### config.mk
export PLATFORM = sky130hd
export DESIGN_NAME = sprite_rle_rgb555_expander
export DESIGN_NICKNAME = d
export VERILOG_FILES = /design/src/hw/rtl/sre_pkg.sv /design/src/hw/rtl/sprite_rle_rgb555_expander.sv /design/src/hw/rtl/sre_core.sv
export SDC_FILE = /design/constraint.sdc
export NUM_CORES = 1
export LEC_CHECK = 0
export BUFFER_PORTS_ARGS = -buffer_cell sky130_fd_sc_hd__buf_2
export CORE_MARGIN = 5
export CORE_UTILIZATION = 57
export CTS_BUF_LIST = sky130_fd_sc_hd__clkbuf_8
export DETAILED_ROUTE_END_ITERATION = 12
export PLACE_DENSITY = 0.84
export SLEW_MARGIN = 20
export SYNTH_ARGS = -nofsm -noshare
export SYNTH_HDL_FRONTEND = slang
export SYNTH_HIERARCHICAL = 1
export SYNTH_SLANG_ARGS = --single-unit
### constraint.sdc
create_clock -name clk_i -period 4.84 [get_ports clk_i]
set_input_delay 0.968 -clock clk_i [delete_from_list [all_inputs] [get_ports clk_i]]
set_output_delay 0.968 -clock clk_i [all_outputs]
set_load 0.01 [all_outputs]
### src/hw/rtl/sre_pkg.sv
// Shared types and constants for the sprite run-length RGB555 expander.
`timescale 1ns / 1ps

package sre_pkg;

  localparam int unsigned RegW  = 24;
  localparam int unsigned ModeW = 2;
  localparam int unsigned IdxW  = 2;
  localparam int unsigned WordW = 32;

  // Configuration register indexes
  localparam logic [IdxW-1:0] RegImageMode       = 2'd0;
  localparam logic [IdxW-1:0] RegImageLength     = 2'd1;
  localparam logic [IdxW-1:0] RegPlainPartLength = 2'd2;

  // Image modes
  localparam logic [ModeW-1:0] ModePlain = 2'd0;
  localparam logic [ModeW-1:0] ModeRun   = 2'd1;
  localparam logic [ModeW-1:0] ModeMixed = 2'd2;

  typedef enum logic [1:0] {
    PhStart = 2'd0,
    PhLow   = 2'd1,
    PhHigh  = 2'd2,
    PhSkip  = 2'd3
  } sre_phase_e;

  typedef struct packed {
    logic [ModeW-1:0] mode;
    logic [RegW-1:0]  length;
    logic [RegW-1:0]  plain_len;
  } sre_cfg_t;

  typedef struct packed {
    logic             have;
    logic             last;
    logic [WordW-1:0] word;
  } sre_res_t;

endpackage

### src/hw/rtl/sprite_rle_rgb555_expander.sv
// Top level of the sprite expander: config registers, decoder and output skid stage.
//
//  channel   dir  request when                 payload
//  s_axis    in   s_axis_tvalid & tready       tdata[7:0] source_byte
//  m_axis    out  m_axis_tvalid & tready       tdata[31:0] pixel_word, tlast end_of_image
//  cfg       in   cfg_we_i                     cfg_idx_i, cfg_wdata_i
//
// One source byte per cycle while s_axis_tready is high; each byte is decoded in the cycle it
// is taken, and any word it yields lands in the output stage (main or skid register) on that edge.
// A two-entry output stage (main + skid) keeps s_axis_tready high while one word waits.
// Reset clears the decode phase, counters and both output entries; config resets to 0.
`timescale 1ns / 1ps

module sprite_rle_rgb555_expander #(
  parameter int unsigned LENGTH_BITS = 24
) (
  input  logic        clk_i,
  input  logic        rst_ni,
  input  logic        s_axis_tvalid,
  output logic        s_axis_tready,
  input  logic [7:0]  s_axis_tdata,  // [7:0] source_byte
  output logic        m_axis_tvalid,
  input  logic        m_axis_tready,
  output logic [31:0] m_axis_tdata,  // [31:0] pixel_word
  output logic        m_axis_tlast,
  input  logic        cfg_we_i,
  input  logic [1:0]  cfg_idx_i,
  input  logic [23:0] cfg_wdata_i
);

  sre_pkg::sre_cfg_t cfg_q;
  sre_pkg::sre_res_t res;

  logic        in_req;
  logic        push;
  logic        pop;
  logic        main_valid_q, skid_valid_q;
  logic [31:0] main_word_q, skid_word_q;
  logic        main_last_q, skid_last_q;

  assign s_axis_tready = !skid_valid_q;
  assign in_req        = s_axis_tvalid && s_axis_tready;

  always_ff @(posedge clk_i or negedge rst_ni) begin
    if (!rst_ni) begin
      cfg_q <= '0;
    end else if (cfg_we_i) begin
      case (cfg_idx_i)
        sre_pkg::RegImageMode:       cfg_q.mode      <= cfg_wdata_i[1:0];
        sre_pkg::RegImageLength:     cfg_q.length    <= cfg_wdata_i;
        sre_pkg::RegPlainPartLength: cfg_q.plain_len <= cfg_wdata_i;
        default: ;
      endcase
    end
  end

  sre_core #(
    .LENGTH_BITS(LENGTH_BITS)
  ) u_core (
    .clk_i  (clk_i),
    .rst_ni (rst_ni),
    .req_i  (in_req),
    .byte_i (s_axis_tdata),
    .cfg_i  (cfg_q),
    .res_o  (res)
  );

  assign push = in_req && res.have;
  assign pop  = main_valid_q && m_axis_tready;

  always_ff @(posedge clk_i or negedge rst_ni) begin
    if (!rst_ni) begin
      main_valid_q <= 1'b0;
      skid_valid_q <= 1'b0;
    end else if (pop) begin
      if (skid_valid_q) begin
        skid_valid_q <= 1'b0;
      end else begin
        main_valid_q <= push;
      end
    end else if (push) begin
      if (main_valid_q) begin
        skid_valid_q <= 1'b1;
      end else begin
        main_valid_q <= 1'b1;
      end
    end
  end

  always_ff @(posedge clk_i) begin
    if (pop && skid_valid_q) begin
      main_word_q <= skid_word_q;
      main_last_q <= skid_last_q;
    end else if (push && (pop || !main_valid_q)) begin
      main_word_q <= res.word;
      main_last_q <= res.last;
    end
    if (push && main_valid_q && !pop) begin
      skid_word_q <= res.word;
      skid_last_q <= res.last;
    end
  end

  assign m_axis_tvalid = main_valid_q;
  assign m_axis_tdata  = main_word_q;
  assign m_axis_tlast  = main_last_q;

endmodule

### src/hw/rtl/sre_core.sv
// Decode state and per-byte result logic of the sprite expander.
`timescale 1ns / 1ps

module sre_core #(
  parameter int unsigned LENGTH_BITS = 24
) (
  input  logic             clk_i,
  input  logic             rst_ni,
  input  logic             req_i,
  input  logic [7:0]       byte_i,
  input  sre_pkg::sre_cfg_t cfg_i,
  output sre_pkg::sre_res_t res_o
);

  localparam logic [7:0] CtrlSkip = 8'hFF;

  function automatic logic [31:0] widen(input logic [15:0] c);
    widen = {8'h00, c[14:10], c[14:12], c[9:5], c[9:7], c[4:0], c[4:2]};
  endfunction

  sre_pkg::sre_phase_e    phase_q, phase_d;
  logic [7:0]             run_q, run_d;
  logic [7:0]             held_q, held_d;
  logic [LENGTH_BITS-1:0] seen_q, seen_d;

  logic [LENGTH_BITS-1:0] seen_inc;
  logic [LENGTH_BITS-1:0] len_cmp;
  logic [31:0]            len_ext;
  logic                   last;
  logic                   plain;
  logic                   below_plain;

  assign seen_inc    = seen_q + LENGTH_BITS'(1);
  assign len_ext     = {8'h00, cfg_i.length};
  assign len_cmp     = len_ext[LENGTH_BITS-1:0];
  assign last        = (seen_inc == len_cmp);
  assign below_plain = (32'(seen_q) < {8'h00, cfg_i.plain_len});
  assign plain       = (cfg_i.mode == sre_pkg::ModeRun)   ? 1'b0 :
                       (cfg_i.mode == sre_pkg::ModeMixed) ? below_plain : 1'b1;

  // next phase
  always_comb begin
    phase_d = phase_q;
    case (phase_q)
      sre_pkg::PhStart: begin
        if (plain) begin
          phase_d = sre_pkg::PhHigh;
        end else if (byte_i == CtrlSkip) begin
          phase_d = sre_pkg::PhSkip;
        end else if (byte_i != 8'h00) begin
          phase_d = sre_pkg::PhLow;
        end else begin
          phase_d = sre_pkg::PhStart;
        end
      end
      sre_pkg::PhLow:  phase_d = sre_pkg::PhHigh;
      sre_pkg::PhHigh: phase_d = (run_q != 8'h00) ? sre_pkg::PhLow : sre_pkg::PhStart;
      sre_pkg::PhSkip: phase_d = sre_pkg::PhStart;
      default:         phase_d = sre_pkg::PhStart;
    endcase
    if (last) begin
      phase_d = sre_pkg::PhStart;
    end
  end

  // result and data state
  always_comb begin
    res_o  = '0;
    held_d = held_q;
    run_d  = run_q;
    case (phase_q)
      sre_pkg::PhStart: begin
        if (plain) begin
          held_d = byte_i;
          run_d  = 8'h00;
        end else begin
          res_o.word = {24'h000000, byte_i};
          res_o.have = 1'b1;
          if (byte_i != CtrlSkip) begin
            run_d = byte_i;
          end
        end
      end
      sre_pkg::PhLow: begin
        held_d = byte_i;
        run_d  = run_q - 8'h01;
      end
      sre_pkg::PhHigh: begin
        res_o.word = widen({byte_i, held_q});
        res_o.have = 1'b1;
      end
      sre_pkg::PhSkip: begin
        res_o.word = {24'h000000, byte_i};
        res_o.have = 1'b1;
      end
      default: ;
    endcase
    seen_d = seen_inc;
    if (last) begin
      if (!res_o.have) begin
        res_o.word = widen({8'h00, held_d});
        res_o.have = 1'b1;
      end
      res_o.last = 1'b1;
      held_d     = 8'h00;
      run_d      = 8'h00;
      seen_d     = '0;
    end
  end

  always_ff @(posedge clk_i or negedge rst_ni) begin
    if (!rst_ni) begin
      phase_q <= sre_pkg::PhStart;
      run_q   <= 8'h00;
      held_q  <= 8'h00;
      seen_q  <= '0;
    end else if (req_i) begin
      phase_q <= phase_d;
      run_q   <= run_d;
      held_q  <= held_d;
      seen_q  <= seen_d;
    end
  end

endmodule
# Yosys cells after proc, flatten, opt, wreduce, memory -nomap -nowiden
# Index checks and enable logic that the tools add are counted.
[totals]
register_bits = 160
out_inout_bits = 35
[op_classes]
mux = 32
n_addsub = 2
n_eq_ne = 12
n_reduce_logical = 26
magnitude_cmp = 1
[ops]
columns = ["op", "n"]
rows = [
  ["32-bit 2-to-1 mux", 3],
  ["32-bit one-hot mux with 3 select lines", 1],
  ["8-bit 2-to-1 mux", 6],
  ["34-bit 2-to-1 mux", 1],
  ["8-bit one-hot mux with 2 select lines", 2],
  ["24-bit by 1-bit adder with 24-bit output, second input constant", 1],
  ["24-bit equality test", 1],
  ["24-bit less-than comparator", 1],
  ["24-bit 2-to-1 mux", 1],
  ["8-bit nonzero test", 2],
  ["1-bit 2-to-1 mux", 13],
  ["2-bit AND reduction", 5],
  ["2-bit equality test, second input constant", 4],
  ["8-bit equality test, second input constant", 1],
  ["8-bit inequality test, second input constant", 1],
  ["2-bit one-hot mux with 4 select lines", 1],
  ["8-bit by 1-bit subtractor with 8-bit output, second input constant", 1],
  ["1-bit logical AND", 7],
  ["2-bit by 1-bit equality test with 1-bit output, second input constant", 3],
  ["2-bit 2-to-1 mux", 3],
  ["2-bit nonzero test", 3],
  ["2-bit logical NOT", 2],
  ["4-bit by 1-bit inequality test with 1-bit output, second input constant", 1],
  ["1-bit logical NOT", 3],
  ["other kinds (6)", 6],
]

# Depth between registers and ports, before layout
[depth]
depth_word = 11
mapped_depth = 13

# Hierarchy
# The synthesis kept the hierarchy.
[modules_own_cells]
columns = ["module", "cells_each", "area_each_um2", "n_inst"]
rows = [
  ["sprite_rle_rgb555_expander", 224, 4553.1, 1],
  ["sre_core", 578, 4446.8, 1],
]

# Worst setup path after synthesis
# OpenSTA, ideal clock, no wires.
[synth_timing]
kind = "flip-flop to flip-flop"
from = "register u_core.seen_q[1]"
to = "register main_word_q[0] (netlist: m_axis_tdata[0]) (enable)"
setup_time_ns = 0.434
path_stages_with_launch = 12
t_arrival_ns = 4.057
synth_period_minus_slack_ns = 4.491
slack_ns = 0.349
required_ns = 4.406
path_buffers = 0
cell_sequence = "dfrtp_1 ha_1 xor2_1 a2111oi_1 o311ai_0 nor4b_1 nand3_1 nor4_2 nand2_1 nand2_1 nand3b_1 a21oi_1"
[synth_rtl]
columns = ["element", "line", "text"]
rows = [
  ["from (decl)", "sre_core.sv:24", "logic [LENGTH_BITS-1:0] seen_q, seen_d;"],
  ["from (signal assigned)", "sre_core.sv:121", "seen_q <= seen_d;"],
  ["to (signal assigned)", "sprite_rle_rgb555_expander.sv:92", "main_word_q <= skid_word_q;"],
  ["to (signal assigned)", "sprite_rle_rgb555_expander.sv:95", "main_word_q <= res.word;"],
  ["to (decl)", "sprite_rle_rgb555_expander.sv:38", "logic [31:0] main_word_q, skid_word_q;"],
]

==> results.py <==
metrics = {
    "cts": {
        "ctsHoldBuffers": 0,
        "clk_pin_slew_ns": 0.10,
        "ctsHtreeMaxLevel": 4,
        "worstSkewPairLatency_ns": 0.47,
        "cts_buffers": 17,
        "cts.sinks": 160,
        "cts_tree": "yes",
        "post_cts_buffers": 0,
        "cts-root-buf": "clkbuf_8",
        "cts_resized": 0,
        "cts_buffer_depth": 2,
    },
    "drt": {
        "drt_iter0_markers": 488,
        "drtPass1Iterations": 7,
        "routed_wl_microns": 19500,
        "postRouteAntennaNets": 0,
        "wl_met2_microns": 9930,
        "met3_length_microns": 1070,
        "routedWlPerCell_microns": 18.1,
        "viasPerCell": 5.92,
        "vias": 6350,
        "wl_met1_microns": 8050,
        "drc_errors": 0,
        "top_layer_used": "met4",
    },
    "place": {
        "gp_congestion": 0.917,
        "hpwlAfterDp_microns": 13600,
        "place_area_sq_um": 9340,
        "port_buffers": 73,
    },
    "global_route": {
        "grt_pass1_vias": 6314,
        "overflow": 0,
        "antenna_found_initial": 0,
        "grt_max_degree": 62,
        "grt_pass1_wl_microns": 31900,
        "grt_usage_pct": 22.2,
    },
    "final_layout": {
        "area_growth_pct": 8.58,
        "diodes": 0,
        "seq_area_sq_um": 4330,
        "drive_above_1_share_pct": 25.2,
        "num-nets-final": 909,
        "multi_input_comb_area_sq_um": 4170,
        "fin_area_sq_um": 9770,
        "fillCellCount": 1215,
    },
    "worst_setup_path": {
        "rr_worst_depth": 12,
        "worst_ep_arrival_time_ns": 3.99,
        "crit_type": "reg2reg",
        "r2r-start": "u_core/seen_q[0]",
        "critPathMaxFanout": 33,
        "reg2reg_slack_ns": 0.97,
        "rr_endpoint": "m_axis_tdata[25]",
        "crit_end": "m_axis_tdata[25]",
        "required_ns": 4.97,
        "crit_start": "u_core/seen_q[0]",
        "cp-end-kind": "flop",
        "start_kind": "flop",
    },
    "floorplan": {
        "die_area_sq_um": 18400,
        "die_h_microns": 136,
        "io_pins": 74,
        "die_width_microns": 136,
        "core_sq_um": 15700,
        "row_count": 46,
        "initial_core_util_pct": 57.3,
    },
    "timing": {
        "clock_skew_ns": 0.0167,
        "setup_viol": 0,
        "period_minus_slack_ns": 3.87,
        "slew_violations": 0,
        "fin_crit_sh_pct": 79.9,
        "holdWs_ns": 0.513,
        "finalSetupTns_ns": 0,
        "max_freq_mhz": 259,
        "hold_viol_final": 0,
        "rsz0062_at_grt": "no",
        "max_slew_margin_pct": 43.9,
        "max_slew.worst_pin.slew_ns": 0.841,
    },
    "logic_synthesis": {
        "async_reset_ff_share_pct": 58.8,
        "synth_edf_count": 66,
        "yosysUniqueCellTypes": 71,
        "synthCells": 802,
        "avgSynthCellArea_sq_um": 11.2,
        "yosysWarnings": 6,
        "synth_seq_area_share_pct": 48.2,
        "ys_seq_elements": 160,
        "synth-main-ff-cell": "dfrtp_1",
        "synth_area_sq_um": 9000,
    },
    "power": {
        "power.density_nw_per_um2": 463,
        "ir_drop_mv": 0.234,
        "leakage_nw": 4.25,
    },
    "hold_path": {
        "min_path_type": "reg2reg",
    },
    "run": {
        "drv_cap": 0,
    },
    "run_status": {
        "status": "finished clean",
    },
}
Yosys cell counts (3+ instances only):
cell	number	share of area, %
nand2_1	51	2.1
nor2_1	42	1.8
o211ai_1	6	0.50
xnor2_1	19	1.8
and4_1	4	0.39
o22ai_1	7	0.49
nor3b_1	5	0.42
clkbuf_1	25	1.0
a31o_2	4	0.39
a22oi_1	5	0.42
nand4_1	15	1.0
xor2_1	16	1.6
buf_6	9	1.1
dfrtp_1	94	26
nor3_1	27	1.5
mux2_2	52	6.5
mux2_4	33	5.5
nor4_1	9	0.63
a21o_1	6	0.50
mux2i_1	25	2.8
or4_1	3	0.25
a211oi_1	7	0.58
a2bb2oi_1	6	0.58
buf_4	18	1.5
a21oi_1	35	1.9
a31oi_1	4	0.28
buf_1	3	0.13
nand4b_1	3	0.29
edfxtp_1	66	22
and2_1	12	0.83
nor2b_1	6	0.42
inv_1	37	1.5
ha_1	26	3.6
and3_1	8	0.56
nand3_1	30	1.7
buf_2	9	0.50
nand2b_1	8	0.56
o21ai_0	22	1.2
cell type report:
cell class	count	share of cell area [%]
clock inverters	15	1.98
well taps	216	2.77
repair buffers	81	4.38
inverters	38	1.46
clock buffers	17	2.39
flip-flops and latches	160	44.4
multi-input cells	546	42.7
how the worst min path moves through the flow:
stage	startpoint	endpoint	slack, ns	depth (start not counted)
2_1_floorplan	cfg_q[18]	cfg_q[18]	0.48	1
3_3_place_gp	cfg_q[20]	cfg_q[20]	0.49	1
3_5_place_dp	cfg_q[13]	cfg_q[13]	0.49	1
4_1_cts	cfg_q[2]	cfg_q[2]	0.52	1
5_1_grt	cfg_q[1]	cfg_q[1]	0.54	1
6_report	cfg_q[8]	cfg_q[8]	0.51	1
worst max-delay path, cell delays in order (launching register included):
cell and delay [ns]:
dfrtp_1 0.48, ha_1 0.36, xor2_1 0.17, a2111oi_1 0.35, o311ai_0 0.23, nor4b_1 0.34
nand3_1 0.14, nor4_2 0.37, nand2_1 0.23, nand2_1 0.16, nand3b_1 0.15, a21oi_4 0.16
buf_4 0.37
per-layer routing:
metal | vias up | GRT usage, %
li1 | 2981 | -
met1 | 3145 | 27.0
met2 | 186 | 38.5
met3 | 38 | 4.98
met4 | 0 | 8.17
met5 | - | 0
flip-flops by register name (all words and copies together) (netlist names):
name / flops
cfg_q: 50
m_axis_tdata: 32
m_axis_tlast: 1
m_axis_tvalid: 1
skid_last_q: 1
skid_valid_q: 1
skid_word_q: 32
u_core/held_q: 8
u_core/phase_q: 2
u_core/run_q: 8
u_core/seen_q: 24
report_power, final:
group	total, mW	internal (mW)	switching (mW)
Sequential	2.03	1.79	0.241
Clock	1.02	0.408	0.615
Combinational	1.47	0.708	0.763
cell usage in the layout (no fill, tap or decap), drive strengths merged, types with 5 or more instances in the layout:
cell type  netlist  routed
dfrtp           94      94
o211ai           6       6
mux2i           25      25
a2bb2oi          6       6
nor4            11      11
xnor2           19      19
o21ai           22      22
a21o             6       6
nand2b           8       8
edfxtp          66      66
a211oi           7       7
and3             8       8
nor3            28      28
nor3b            5       5
a22oi            5       5
nand4           16      16
conb             1       8
clkinv           0       6
clkbuf          26      17
inv             38      47
buf             39      81
ha              26      26
nand2           51      51
and2            12      12
xor2            16      16
nand3           31      31
mux2            85      85
o22ai            7       7
nor2            42      42
nor2b            6       6
a21oi           35      35
logic make-up (layout without fill, tap and decap cells):
group | Yosys count | count (layout) | share of synthesized area (%)
buffers and inverters | 103 | 151 | 5.94
DFF | 160 | 160 | 48.2
xor gates and xnor gates | 35 | 35 | 3.41
and+or+nand+nor | 243 | 243 | 15.0
other | 1 | 8 | 0.0417
adders and majority gates | 26 | 26 | 3.61
AOI/OAI and AO/OA | 124 | 124 | 9.06
muxes | 110 | 110 | 14.8
per-stage QoR:
step	power [mW]	utilization [%]	setup WS [ns]	std cells
2_1_floorplan	3.13	-	0.349	809
3_3_place_gp	3.45	59.5	0.999	1041
3_5_place_dp	3.51	59.5	0.997	1041
4_1_cts	4.54	62.2	0.964	1073
5_1_grt	4.80	62.2	0.574	1073
6_report	4.52	62.2	0.974	1073
No activity file was read; power rests on OpenSTA's default activity.
